===== config.mk =====
export PLATFORM = sky130hd
export DESIGN_NAME = pcnl_div
export DESIGN_NICKNAME = d
export VERILOG_FILES = /design/src/rtl/pcnl_pkg.sv /design/src/rtl/pcnl_div.sv
export SDC_FILE = /design/constraint.sdc
export NUM_CORES = 1
export LEC_CHECK = 0
export BUFFER_PORTS_ARGS = -buffer_cell sky130_fd_sc_hd__buf_2
export CAP_MARGIN = 20
export CORE_MARGIN = 2
export CORE_UTILIZATION = 55
export DETAILED_ROUTE_END_ITERATION = 8
export HOLD_SLACK_MARGIN = 0.12
export PLACE_DENSITY = 0.76
export SYNTH_ARGS = -nofsm -noshare
export SYNTH_HDL_FRONTEND = slang
export SYNTH_SLANG_ARGS = --single-unit

===== constraint.sdc =====
create_clock -name clk -period 6.75 [get_ports clk]
set_input_delay 0 -clock clk [delete_from_list [all_inputs] [get_ports clk]]
set_output_delay 0 -clock clk [all_outputs]
set_load 0.03 [all_outputs]

===== src/rtl/pcnl_pkg.sv =====
// Shared types and constants for the polygon face normal line block.
`timescale 1ns / 1ps
package pcnl_pkg;

    localparam int COORD_W     = 24;
    localparam int LEN_W       = 23;
    localparam int DEN_W       = 31;
    localparam int QUO_W       = 24;
    localparam int DIV_W       = DEN_W + QUO_W - 1;
    localparam int NORM_MIN_SQ = 282;

    localparam logic [LEN_W-1:0] LEN_RESET = 23'd4096;
    localparam logic signed [COORD_W-1:0] Q_MAX = 24'sh7FFFFF;
    localparam logic signed [COORD_W-1:0] Q_MIN = -24'sh800000;

    typedef logic signed [COORD_W-1:0] coord_t;
    typedef logic [LEN_W-1:0] len_t;

    typedef struct packed {
        logic             start;
        logic [DIV_W-1:0] dividend;
        logic [DEN_W-1:0] divisor;
    } div_req_t;

    typedef struct packed {
        logic             done;
        logic [QUO_W-1:0] quotient;
    } div_rsp_t;

endpackage


===== src/rtl/pcnl_div.sv =====
// Restoring divider, one quotient bit per cycle.
`timescale 1ns / 1ps
module pcnl_div (
    input  logic               clk,
    input  logic               rst_n,
    input  pcnl_pkg::div_req_t req,
    output pcnl_pkg::div_rsp_t rsp
);
    import pcnl_pkg::*;

    localparam int SCW = $clog2(QUO_W);

    logic [DIV_W-1:0] rem_reg;
    logic [DIV_W-1:0] dsh_reg;
    logic [QUO_W-1:0] q_reg;
    logic [SCW-1:0]   step_reg;
    logic             busy_reg;
    logic             done_reg;

    assign rsp.done     = done_reg;
    assign rsp.quotient = q_reg;

    always_ff @(posedge clk)
    begin
        if (req.start)
        begin
            rem_reg <= req.dividend;
            dsh_reg <= {req.divisor, {(QUO_W-1){1'b0}}};
            q_reg   <= '0;
        end
        else if (busy_reg)
        begin
            if (rem_reg >= dsh_reg)
            begin
                rem_reg <= rem_reg - dsh_reg;
                q_reg   <= {q_reg[QUO_W-2:0], 1'b1};
            end
            else
            begin
                q_reg <= {q_reg[QUO_W-2:0], 1'b0};
            end
            dsh_reg <= dsh_reg >> 1;
        end
    end

    always_ff @(posedge clk or negedge rst_n)
    begin
        if (!rst_n)
        begin
            busy_reg <= 1'b0;
            done_reg <= 1'b0;
            step_reg <= '0;
        end
        else
        begin
            done_reg <= busy_reg && !req.start && (step_reg == SCW'(QUO_W - 1));
            if (req.start)
            begin
                busy_reg <= 1'b1;
                step_reg <= '0;
            end
            else if (busy_reg)
            begin
                step_reg <= step_reg + 1'b1;
                if (step_reg == SCW'(QUO_W - 1))
                begin
                    busy_reg <= 1'b0;
                end
            end
        end
    end

endmodule


==> flow_summary_export.csv <==
group,metric,value,unit
synthesis,synth_top_family_by_area,"compound AO/OA/AOI/OAI gates",
routing,routedWlPerCell,16.0,microns
synthesis,postSynth.asyncResetShare,5.04,%
synthesis,synthXorXnorAreaFrac,4.77,%
synthesis,ys_dominant_reg_cell,"edfxtp_1",
setup_path,crit_required,6.84,ns
synthesis,yosys_warnings,0,
placed_design,gp_congestion,0.905,
setup_path,crit_type,"reg -> reg",
cts,clockBufferDepth,2,
synthesis,yosys.area.top_type,"edfxtp_1",
sta,whs,0.380,ns
power,switching_share,41.0,%
cts,clkSlewWorstSetupHoldPaths,0.06,ns
routing,drt-met1-wl,10.4,mm
floorplanning,die_x,132,microns
synthesis,postSynthCellCount,1019,
routing,drtIter0Drc,707,
power,seqPwrFrac,27.0,%
power,leakagePower,5.13,nW
synthesis,synthAdderAreaFrac,7.88,%
global_route,grt_first_pass_wirelength,37.0,mm
setup_path,end_kind,"flop",
sta,skew,0.0127,ns
cts,clock-root-buffer,"clkbuf_16",
sta,setup_viol,0,
synthesis,syn-mean-instance-area,8.82,sq um
synthesis,synth_cell_types,68,
layout,regArea,3670,sq um
cts,cts_tree,"yes",
synthesis,yosysSeqAreaShare,40.8,%
sta,worstMarginPinSlew,0.840,ns
synthesis,synth_nets,1163,
sta,min_period,3.87,ns
routing,wirelength,22.7,mm
layout,finalNonFillerCells,1412,
power,p_comb_share,51.8,%
sta,hold_viol,0,
power,powerDensity,420,nW/um^2
global_route,antenna_found_initial,0,
cts,cts_buffers,17,
sta,fmax,0.259,GHz
worst_hold_path,holdCritPathClass,"in -> reg",
synthesis,yosysMostFrequentCell,"nand2_1",
layout,area_growth,24.0,%
synthesis,netlist_top_cells_area,"edfxtp_1, dfxtp_1, ha_1",
cts,cts.htree.levels,4,
routing,drtAntennaViolNets,0,
sta,setup-tns-final,0,ns
routing,dr_wl_met2,10.6,mm
setup_path,arrival,3.96,ns
synthesis,synthMuxAreaShare,5.34,%
synthesis,synth-seq-cells,139,
synthesis,synth_compound_area_share,19.8,%
power,p_switching,1.92,mW
cts,cts.sinks,139,
power,intPower,2.76,mW
cts,ctsResizeCount,0,
power,ir_drop,0.000242,V
power,pwr-share-clk,21.2,%
synthesis,synth-simple-area-share,15.7,%
sta,drv_slew,0,
synthesis,synth_commonest_cells,"nand2_1, nor2_1, edfxtp_1",
global_route,grt_overflow,0,
routing,drc,0,
routing,wl_met3,1.21,mm
sta,finalCritPeriodShare,57.3,%
floorplanning,core-area,15900,sq um
synthesis,synth_edf_count,85,
run,drv_cap,0,
global_route,grt_usage,26.2,%
placed_design,hpwl,15.0,mm
setup_path,crit_fanout,25,
global_route,grt_max_degree,97,
cts,insertion_delay,0.44,ns
placed_design,post-place-cells,1291,
sta,slew_headroom,44.0,%
synthesis,syn-cell-area,8990,sq um
layout,layout-drive-gt1-share,14.3,%
setup_path,critPathLaunchType,"flop",
placed_design,portBuffers,112,
routing,vias_per_cell,5.64,
floorplanning,num_rows,46,
synthesis,synth_top_area_share,28.4,%
layout,antenna_cells,0,
floorplanning,initial_core_util,56.4,%
sta,rsz0062_at_grt,"no",
floorplanning,ios,113,
run_status,outcome,"finished, final reports clean",
routing,route.vias.total,7964,
layout,fin_util,69.9,%
routing,first_pass_iters,6,
layout,multi_input_area,4830,sq um
layout,fillers,1229,
routing,highest_layer,"met4",
layout,fin_nets,1327,
floorplanning,dieArea,17400,sq um
global_route,grt_pass1_vias,7688,
floorplanning,fp.dieH,132,microns
[power by group through the flow]
stage | clock, mW | sequential [mW] | combinational (mW)
floorplan | 0 | 1.28 | 1.82
global placement | 0 | 1.27 | 2.28
CTS | 0.996 | 1.26 | 2.36
finish | 0.995 | 1.26 | 2.43
global route | 1.03 | 1.28 | 2.67
detailed placement | 0 | 1.28 | 2.30
[layer usage]
layer | vias to the layer above | GRT usage [%]
met2 | 270 | 43.3
met5 | - | 0
met4 | 0 | 7.43
li1 | 3934 | -
met1 | 3729 | 35.1
met3 | 31 | 5.15
[path summary, 6_finish.rpt]
kind / start / to / slack, ns / depth (start not counted)
worst max-delay path: rem_reg[0]$_DFFE_PP_ / rem_reg[31]$_DFFE_PP_ / 2.88 / 13
worst min-delay path: req[15] / dsh_reg[38]$_DFFE_PP_ / 0.38 / 4
worst max register to register: rem_reg[0]$_DFFE_PP_ / rem_reg[31]$_DFFE_PP_ / 2.88 / 13
worst min register to register: q_reg[23]$_SDFFE_PP0P_ / q_reg[23]$_SDFFE_PP0P_ / 0.50 / 2
max in group asynchronous: rst_n / busy_reg$_DFF_PN0_ / 5.93 / 3
min in group asynchronous: rst_n / step_reg[0]$_DFFE_PN0P_ / 0.54 / 3
[metrics by stage]
stage | worst slack [ns] | instance area, sq um | total power [mW]
after floorplan | 1.39 | 8990 | 3.10
after global placement | 2.60 | 9630 | 3.54
after detailed placement | 2.52 | 9630 | 3.58
after CTS | 2.49 | 11100 | 4.62
after global routing | 2.60 | 11200 | 4.99
final | 2.88 | 11200 | 4.69
[worst max-delay path: stages (launching register included)]
cell      delay [ns]
edfxtp_1        0.32
inv_1           0.04
ha_1            0.21
fa_1            0.41
nor2b_1         0.17
o2111a_1        0.28
o311ai_2        0.14
a211oi_2        0.32
nor2_1          0.12
a31o_1          0.27
o211ai_2        0.18
a21oi_2         0.10
a21boi_4        0.51
buf_4           0.45
[cell type report]
type / instances / share of cell area, %
clock inverters: 15 / 1.69
repair buffers: 205 / 13.5
multi-input cells: 750 / 43.3
well taps: 216 / 2.42
clock buffers: 17 / 3.82
flip-flops and latches: 139 / 32.9
inverters: 70 / 2.36
[logic make-up (layout without fill, tap and decap cells)]
kind of cell             after synthesis  count (layout)
AO/OA/AOI/OAI                        280             280
XOR/XNOR                              49              49
adder cells (fa/ha/maj)               56              56
buffers and inverters                130             307
flip-flops                           139             139
multiplexers                          48              48
AND/OR/NAND/NOR                      317             317
[cell usage in the layout (no fill, tap or decap), drive strengths merged, types with 9 or more instances in the layout]
cell         count
a31oi           10
nand2          146
o21bai          12
a21oi           68
inv             75
edfxtp          85
ha              55
clkbuf          17
dfxtp           47
nand3           13
xor2            17
dlygate4sd3     88
o21ai          100
nand4           19
nor2            86
o21a             9
xnor2           32
a21o            34
nor3            10
mux2i           48
buf            117
[what timing repair did]
item | in CTS | in global routing
hold buffers | 88 | 0
setup buffers | 0 | 0
endpoints found under the hold margin | 133 | 0
endpoints found under the setup margin | 0 | 0
Note: power is estimated with default switching activity, not from simulation.
