`src/rtl/pcnl_pkg.sv`:
```
// Shared types and constants for the polygon face normal line block.
`timescale 1ns / 1ps
package pcnl_pkg;

    localparam int COORD_W     = 24;
    localparam int LEN_W       = 23;
    localparam int DEN_W       = 31;
    localparam int QUO_W       = 24;
    localparam int DIV_W       = DEN_W + QUO_W - 1;
    localparam int NORM_MIN_SQ = 282;

    localparam logic [LEN_W-1:0] LEN_RESET = 23'd4096;
    localparam logic signed [COORD_W-1:0] Q_MAX = 24'sh7FFFFF;
    localparam logic signed [COORD_W-1:0] Q_MIN = -24'sh800000;

    typedef logic signed [COORD_W-1:0] coord_t;
    typedef logic [LEN_W-1:0] len_t;

    typedef struct packed {
        logic             start;
        logic [DIV_W-1:0] dividend;
        logic [DEN_W-1:0] divisor;
    } div_req_t;

    typedef struct packed {
        logic             done;
        logic [QUO_W-1:0] quotient;
    } div_rsp_t;

endpackage

```
`src/rtl/pcnl_fifo.sv`:
```
// Two-entry queue of ring records between front and back end.
`timescale 1ns / 1ps
module pcnl_fifo #(
    parameter int W = 282
) (
    input  logic         clk,
    input  logic         rst_n,
    input  logic         push_valid,
    output logic         push_ready,
    input  logic [W-1:0] push_data,
    output logic         pop_valid,
    input  logic         pop_ready,
    output logic [W-1:0] pop_data
);
    import pcnl_pkg::*;

    logic [W-1:0] entry_reg [2];
    logic         wr_ptr_reg;
    logic         rd_ptr_reg;
    logic [1:0]   fill_reg;
    logic         do_push;
    logic         do_pop;

    assign push_ready = (fill_reg != 2'd2);
    assign pop_valid  = (fill_reg != 2'd0);
    assign pop_data   = entry_reg[rd_ptr_reg];
    assign do_push    = push_valid && push_ready;
    assign do_pop     = pop_valid && pop_ready;

    always_ff @(posedge clk)
    begin
        if (do_push)
        begin
            entry_reg[wr_ptr_reg] <= push_data;
        end
    end

    always_ff @(posedge clk or negedge rst_n)
    begin
        if (!rst_n)
        begin
            wr_ptr_reg <= 1'b0;
            rd_ptr_reg <= 1'b0;
            fill_reg   <= 2'd0;
        end
        else
        begin
            if (do_push)
            begin
                wr_ptr_reg <= ~wr_ptr_reg;
            end
            if (do_pop)
            begin
                rd_ptr_reg <= ~rd_ptr_reg;
            end
            if (do_push && !do_pop)
            begin
                fill_reg <= fill_reg + 2'd1;
            end
            else if (do_pop && !do_push)
            begin
                fill_reg <= fill_reg - 2'd1;
            end
        end
    end

endmodule

```
`config.mk`:
```
export PLATFORM = sky130hd
export DESIGN_NAME = pcnl_fifo
export DESIGN_NICKNAME = d
export VERILOG_FILES = /design/src/rtl/pcnl_pkg.sv /design/src/rtl/pcnl_fifo.sv
export SDC_FILE = /design/constraint.sdc
export NUM_CORES = 1
export LEC_CHECK = 0
export ABC_AREA = 0
export BUFFER_PORTS_ARGS = -buffer_cell sky130_fd_sc_hd__buf_2
export CAP_MARGIN = 30
export CORE_AREA = 2 2 221 223
export CTS_BUF_LIST = sky130_fd_sc_hd__clkbuf_8
export DETAILED_ROUTE_END_ITERATION = 8
export DIE_AREA = 0 0 223 225
export PLACE_DENSITY = 0.75
export SYNTH_ARGS = -nofsm -noshare
export SYNTH_HDL_FRONTEND = slang
export SYNTH_SLANG_ARGS = --single-unit
```
`constraint.sdc`:
```
create_clock -name clk -period 12.9 [get_ports clk]
set_input_delay 1.29 -clock clk [delete_from_list [all_inputs] [get_ports clk]]
set_output_delay 1.29 -clock clk [all_outputs]
set_load 0.03 [all_outputs]
```
==> flow_metrics.py, run 1 <==
metrics = {
    "status": {
        "status": "finished clean",
    },
    "placed_design": {
        "gp_congestion": 0.7621,
        "place_area_sq_mm": 0.02415,
        "io_buffers": 569,
        "dp_slack_ns": 8.528,
        "dpl.cell_count": 2064,
        "place.detailed.hpwl_mm": 30.16,
    },
    "layout": {
        "seqCellArea_sq_mm": 0.01704,
        "final_area_sq_mm": 0.02575,
        "fin_util_pct": 54.17,
        "drive_gt1_share_pct": 60.62,
        "layout.cells.non_filler": 2229,
        "largest_reg_flops": 564,
        "fillCellCount": 3655,
        "areaGrowthSynthToFinish_pct": 24.72,
        "final_nets": 1829,
        "multi_input_area_sq_mm": 0.003278,
    },
    "synthesis": {
        "synth_ff_type": "edfxtp_1",
        "synth.area.mux_share_pct": 15.38,
        "synth.most_common_cell": "edfxtp_1",
        "synth_top_family_by_area": "multiplexers",
        "synth_area_leaders": "edfxtp_1, mux2_2, buf_6",
        "synth_edf_count": 564,
        "synth.top_cell.area_share_pct": 82.02,
        "synth_top_area_cell": "edfxtp_1",
        "ys_async_sr_fraction_pct": 0.7042,
        "yosysWarnings": 0,
        "synth_common_cells": "edfxtp_1, mux2_2, buf_6",
        "ys_types": 14,
        "synth_area_per_cell_sq_um": 23.07,
        "syn-instance-count": 895,
        "syn_area_sq_mm": 0.02065,
        "synthXorXnorAreaFrac_pct": 0.2121,
        "synth_fa_ha_area_share_pct": 0.06060,
        "synth_compound_gate_area_share_pct": 0,
        "synth-simple-area-share_pct": 0.1636,
        "seq_area_frac_synth_pct": 82.51,
        "synth-seq-cells": 568,
        "syn_nets": 1182,
    },
    "critical_path": {
        "r2r-start": "fill_reg[0]",
        "r2r_setup_slack_ns": 9.39,
        "cp-start-kind": "flop",
        "arrival_ns": 3.51,
        "crit_required_ns": 11.61,
        "r2r-end": "entry_reg[1][16]",
        "path_class": "flop to primary output",
        "crit_fanout": 68,
        "reg2regPathDepth": 5,
        "worstSetupEndpointType": "primary output",
    },
    "power_and_ir_drop": {
        "power.total_mw": 6.325,
        "p_leak_nw": 9.714,
        "vdd_ir_drop_max_v": 0.0001706,
        "power_density_mw_per_mm2": 245.6,
    },
    "global_route": {
        "grt_pass1_wl_mm": 63.62,
        "overflow": 0,
        "antenna_found_initial": 13,
        "gr-usage-all-layers_pct": 17.00,
        "grt_max_degree": 71,
        "grt_pass1_vias": 11350,
    },
    "floorplanning": {
        "die_x_microns": 223,
        "start_util_pct": 43.43,
        "rows": 80,
        "ioPinCount": 570,
        "die-area_sq_mm": 0.05018,
        "die_h_microns": 225,
        "core-area_sq_mm": 0.04755,
    },
    "sta": {
        "hold_viol_final": 0,
        "tightestPinTransition_ns": 0.9699,
        "rsz0062_at_grt": "no",
        "relSlewSlack_pct": 35.34,
        "whs_ns": 0.4274,
        "period_share_pct": 37.21,
        "fin_crit_ns": 4.800,
        "setup_viol": 0,
        "setup_ws_ns": 8.100,
        "skew_ns": 0.02471,
        "final_max_slew_viol_count": 0,
        "max_freq_ghz": 0.2083,
        "setup_tns_ns": 0,
    },
    "route": {
        "vias": 10840,
        "wl_mm": 44.56,
        "final_antenna_net_count": 0,
        "firstDrtPassIters": 6,
        "drt_iter0_drc": 569,
        "viasPerCell": 4.864,
        "avgRoutedWirePerCell_microns": 19.99,
        "drc": 0,
    },
    "cts": {
        "cts_made_buffers": 91,
        "worst_skew_pair.late_latency_ns": 0.66,
        "path_clk_slew_ns": 0.06,
        "post_cts_resized": 0,
        "clock-root-buffer": "clkbuf_8",
        "cts_sinks": 568,
        "cts_tree": "yes",
        "clk_path_buf_depth": 3,
        "cts_setup_buffers": 0,
        "holdBufCountCts": 0,
        "htree_levels": 3,
    },
    "worst_hold_path": {
        "hp-class": "primary input to asynchronous set/reset pin",
    },
    "flow_run": {
        "drv_cap": 0,
    },
}
-- placed cells by master, fill, tap and decap left out --
cell type / count
clkinv_1: 19
inv_8: 1
buf_4: 11
buf_12: 1
nand2b_1: 1
clkbuf_8: 94
buf_2: 569
buf_16: 4
edfxtp_1: 564
dfrtp_4: 1
clkinv_2: 2
nand2_1: 2
mux2_2: 282
clkinvlp_4: 3
ha_1: 1
nor2_1: 1
xor2_1: 2
nor2_4: 1
or2_2: 1
xnor2_1: 3
dfrtp_1: 3
and3_4: 1
inv_6: 1
bufinv_16: 1
diode_2: 9
inv_1: 36
-- worst max-delay path, stage by stage (launching register included) --
cell and delay, ns:
dfrtp_4 0.59, buf_4 0.66, buf_4 0.82, mux2_2 0.46, buf_2 0.19
-- how the worst max path moves through the flow --
stage                    start                to  slack [ns]  depth (start not counted)
global route        rd_ptr_reg      pop_data[67]        7.90                          4
CTS                 rd_ptr_reg      pop_data[47]        8.00                          4
global placement    push_valid  entry_reg[0][15]        8.31                          6
finish              rd_ptr_reg      pop_data[47]        8.10                          4
floorplan           push_valid   entry_reg[0][0]        3.68                          2
detailed placement  push_valid  entry_reg[1][48]        8.53                          5
-- logic make-up (layout without fill, tap and decap cells) --
kind of cell	after synthesis	in the layout
DFF	568	568
xor gates and xnor gates	5	5
other	0	9
and+or+nand+nor	7	7
muxes	282	282
buffers and inverters	32	742
adders and majority gates	1	1
-- layout make-up --
cell class / instances / share of cell area (%)
Antenna cell: 9 / 0.08745
Clock buffer: 94 / 5.024
Clock inverter: 62 / 1.108
Inverter: 1 / 0.01458
Multi-Input combinational cell: 295 / 12.73
Sequential cell: 568 / 66.17
Tap cell: 615 / 2.988
Timing Repair Buffer: 585 / 11.88
-- routing by layer --
layer / global-route usage, % / vias up / wire [microns]
met5: 0 / - / 55
met4: 8.205 / 10 / 1428
met3: 7.392 / 95 / 4605
met2: 29.57 / 507 / 22600
met1: 17.63 / 5319 / 15870
li1: - / 4911 / -
-- where the power goes --
group / switching [mW] / total, mW / internal, mW / leakage (nW)
registers: 0.0928 / 2.62 / 2.52 / 5.28
clock network: 0.653 / 1.34 / 0.690 / 0.925
logic: 1.60 / 2.37 / 0.768 / 3.50
(Power assumes the default switching activity.)
==> run 2: changes to the inputs <==
- ABC_AREA: 0 -> 1
- CORE_AREA: 2 2 221 223 -> 2 2 225 227
- DIE_AREA: 0 0 223 225 -> 0 0 227 229
- PLACE_DENSITY: 0.75 -> 0.7
- clock period: 12.9 -> 4.5 ns (I/O delays scaled with it)
==> run 2 against run 1 <==
  * Sequential share of layout area shrank 7.1 points
  * Via count rose by 37%
  * Critical path depth up 1
  * Die area increased by 3.6%
  * Register-to-register slack got worse by 7.2 ns
  * Clock power rose to 3.0 times the previous value
  * Non-clock buffer count rose by 292
  * Critical path type unchanged
  * Largest power group is now combinational logic
==> flow_metrics.py, run 2 <==
metrics = {
    "synthesis": {
        "synth_top_area_cell": "edfxtp_1",
        "yosysWarnings": 0,
        "syn_area_sq_mm": 0.02087,
        "synth_edf_count": 564,
        "synth-seq-cells": 568,
        "ys_async_sr_fraction_pct": 0.7042,
        "syn-instance-count": 1502,
        "seq_area_frac_synth_pct": 81.63,
        "synth_ff_type": "edfxtp_1",
        "ys_types": 15,
        "synth_area_leaders": "edfxtp_1, nand2_1, buf_6",
        "syn_nets": 1789,
        "synth_common_cells": "nand2_1, edfxtp_1, buf_6",
        "synth_area_per_cell_sq_um": 13.89,
        "synth.most_common_cell": "nand2_1",
        "synth.top_cell.area_share_pct": 81.15,
    },
    "floorplanning": {
        "die_x_microns": 227,
        "die_h_microns": 229,
        "die-area_sq_mm": 0.05198,
        "rows": 82,
        "start_util_pct": 42.03,
        "core-area_sq_mm": 0.04966,
        "ioPinCount": 570,
    },
    "critical_path": {
        "worstSetupEndpointType": "primary output",
        "slowest_delay_ns": 0.72,
        "cp_common_cell": "nand2_1",
        "crit_fanout": 123,
        "arrival_ns": 2.95,
        "path_class": "flop to primary output",
        "path_cells": "inv_8, buf_12, nand2_1, nand2_1, buf_2",
        "cp-start-kind": "flop",
        "crit_required_ns": 4.05,
        "crit_slowest_cell": "dfrtp_4",
    },
    "cts": {
        "cts_made_buffers": 92,
        "post_cts_resized": 0,
        "clk_path_buf_depth": 3,
        "path_clk_slew_ns": 0.06,
        "htree_levels": 3,
        "clock-root-buffer": "clkbuf_8",
        "cts_sinks": 568,
        "worst_skew_pair.late_latency_ns": 0.67,
        "cts_tree": "yes",
    },
    "route": {
        "viasPerCell": 4.699,
        "drt_iter0_drc": 899,
        "firstDrtPassIters": 5,
        "wl_mm": 55.94,
        "avgRoutedWirePerCell_microns": 17.75,
        "drc": 0,
        "vias": 14810,
        "final_antenna_net_count": 0,
    },
    "sta": {
        "fin_crit_ns": 3.403,
        "max_freq_ghz": 0.2939,
        "setup_viol": 0,
        "skew_ns": 0.02652,
        "period_share_pct": 75.62,
        "rsz0062_at_grt": "no",
        "relSlewSlack_pct": 33.56,
        "hold_viol_final": 0,
        "tightestPinTransition_ns": 0.9966,
        "final_max_slew_viol_count": 0,
    },
    "layout": {
        "drive_gt1_share_pct": 28.50,
        "largest_reg_flops": 564,
        "final_cell_mix": "nand2_1, buf_2, edfxtp_1",
        "final_area_sq_mm": 0.02884,
        "layout.cells.most_common": "nand2_1",
        "fillCellCount": 3777,
        "final_nets": 2697,
        "areaGrowthSynthToFinish_pct": 38.18,
    },
    "power_and_ir_drop": {
        "vdd_ir_drop_max_v": 0.0004829,
        "power.total_mw": 19.49,
        "power_density_mw_per_mm2": 675.7,
        "p_leak_nw": 12.46,
    },
    "global_route": {
        "grt_pass1_wl_mm": 82.97,
        "grt_pass1_vias": 15420,
        "antenna_found_initial": 7,
        "grt_max_degree": 145,
        "overflow": 0,
        "gr-usage-all-layers_pct": 20.99,
    },
    "flow_run": {
        "drv_cap": 0,
    },
    "status": {
        "status": "finished clean",
    },
    "placed_design": {
        "place_area_sq_mm": 0.02436,
        "io_buffers": 569,
        "gp_congestion": 0.8543,
        "place.detailed.hpwl_mm": 33.95,
    },
    "worst_hold_path": {
        "hp-class": "primary input to flop",
    },
}
[run 2: cell types whose count changed in the layout (fill, tap and decap cells not counted), sizes merged, moves of 2 or more]
| cell | previous run | this run |
|---|---|---|
| clkinv | 21 | 23 |
| buf | 585 | 593 |
| nand2 | 2 | 856 |
| clkinvlp | 3 | 1 |
| inv | 38 | 46 |
| dlygate4sd3 | 0 | 284 |
| mux2 | 282 | 0 |
| nand3 | 0 | 2 |
| xnor2 | 3 | 1 |
| diode | 9 | 5 |
[run 2: critical path, delay by kind of cell (launching register included)]
| family | cells | cell delay, ns |
|---|---|---|
| AND/OR/NAND/NOR | 2 | 0.22 |
| buffers and inverters | 3 | 1.22 |
| flip-flops | 1 | 0.72 |
[run 2: stage by stage]
step	setup TNS [ns]	setup slack (ns)	util [%]	std cells	hold slack (ns)
after CTS	0	1.020	58.05	3146	0.04439
after floorplan	-420.92	-0.7529	-	1502	0.1544
after detailed placement	0	1.752	49.06	2704	0.2694
final	0	1.097	58.08	3151	0.1266
after global placement	0	1.792	49.00	2703	0.2666
after global routing	0	0.8740	58.08	3151	0.09475
[run 2: layout make-up]
cell class              instances  area, sq um  area share, %
multi-input cells             864         3297          11.43
repair buffers                877         5991          20.77
flip-flops and latches        568        17040          59.09
well taps                     672        840.8          2.916
inverters                       7        33.78         0.1171
diodes                          5        12.51        0.04339
clock inverters                65        344.1          1.193
clock buffers                  93         1280          4.438
[run 2: what timing repair did]
| item | in CTS | in global routing |
|---|---|---|
| hold buffers | 284 | 0 |
| hold endpoints to repair | 569 | 0 |
| setup buffers | 0 | 0 |
[run 2: routing by layer]
layer | part of all wire [%] | GRT usage (%) | wire (microns) | vias up
met5 | 0.052 | 0 | 29 | -
met4 | 4.3 | 10.78 | 2390 | 4
met3 | 8.0 | 5.619 | 4471 | 152
met2 | 51 | 36.42 | 28370 | 671
met1 | 37 | 23.65 | 20680 | 7061
li1 | - | - | - | 6919
[run 2: path summary, 6_finish.rpt]
kind	from	slack, ns	cells after the start	to
worst min-delay path	push_valid	0.13	3	wr_ptr_reg
max in group asynchronous	rst_n	4.17	2	rd_ptr_reg
worst max register to register	fill_reg[0]	2.21	5	entry_reg[1][270]
min in group asynchronous	rst_n	0.19	2	fill_reg[1]
worst min register to register	fill_reg[0]	0.53	1	fill_reg[0]
worst max-delay path	rd_ptr_reg	1.10	5	pop_data[196]
[run 2: power breakdown]
part | switching (mW) | leakage (nW) | total (mW) | internal [mW]
sequential | 0.362 | 5.29 | 7.58 | 7.22
clock | 1.96 | 0.954 | 4.00 | 2.04
combinational | 5.96 | 6.22 | 7.90 | 1.94
[run 2: cells by family (layout without fill, tap and decap cells)]
group                      Yosys count  in the layout  share of synthesized area (%)
and+or+nand+nor                    861            861                          15.51
buffers and inverters               70           1042                          2.716
DFF                                568            568                          81.63
adders and majority gates            1              1                        0.05994
other                                0              5                              0
xor gates and xnor gates             2              2                        0.08395
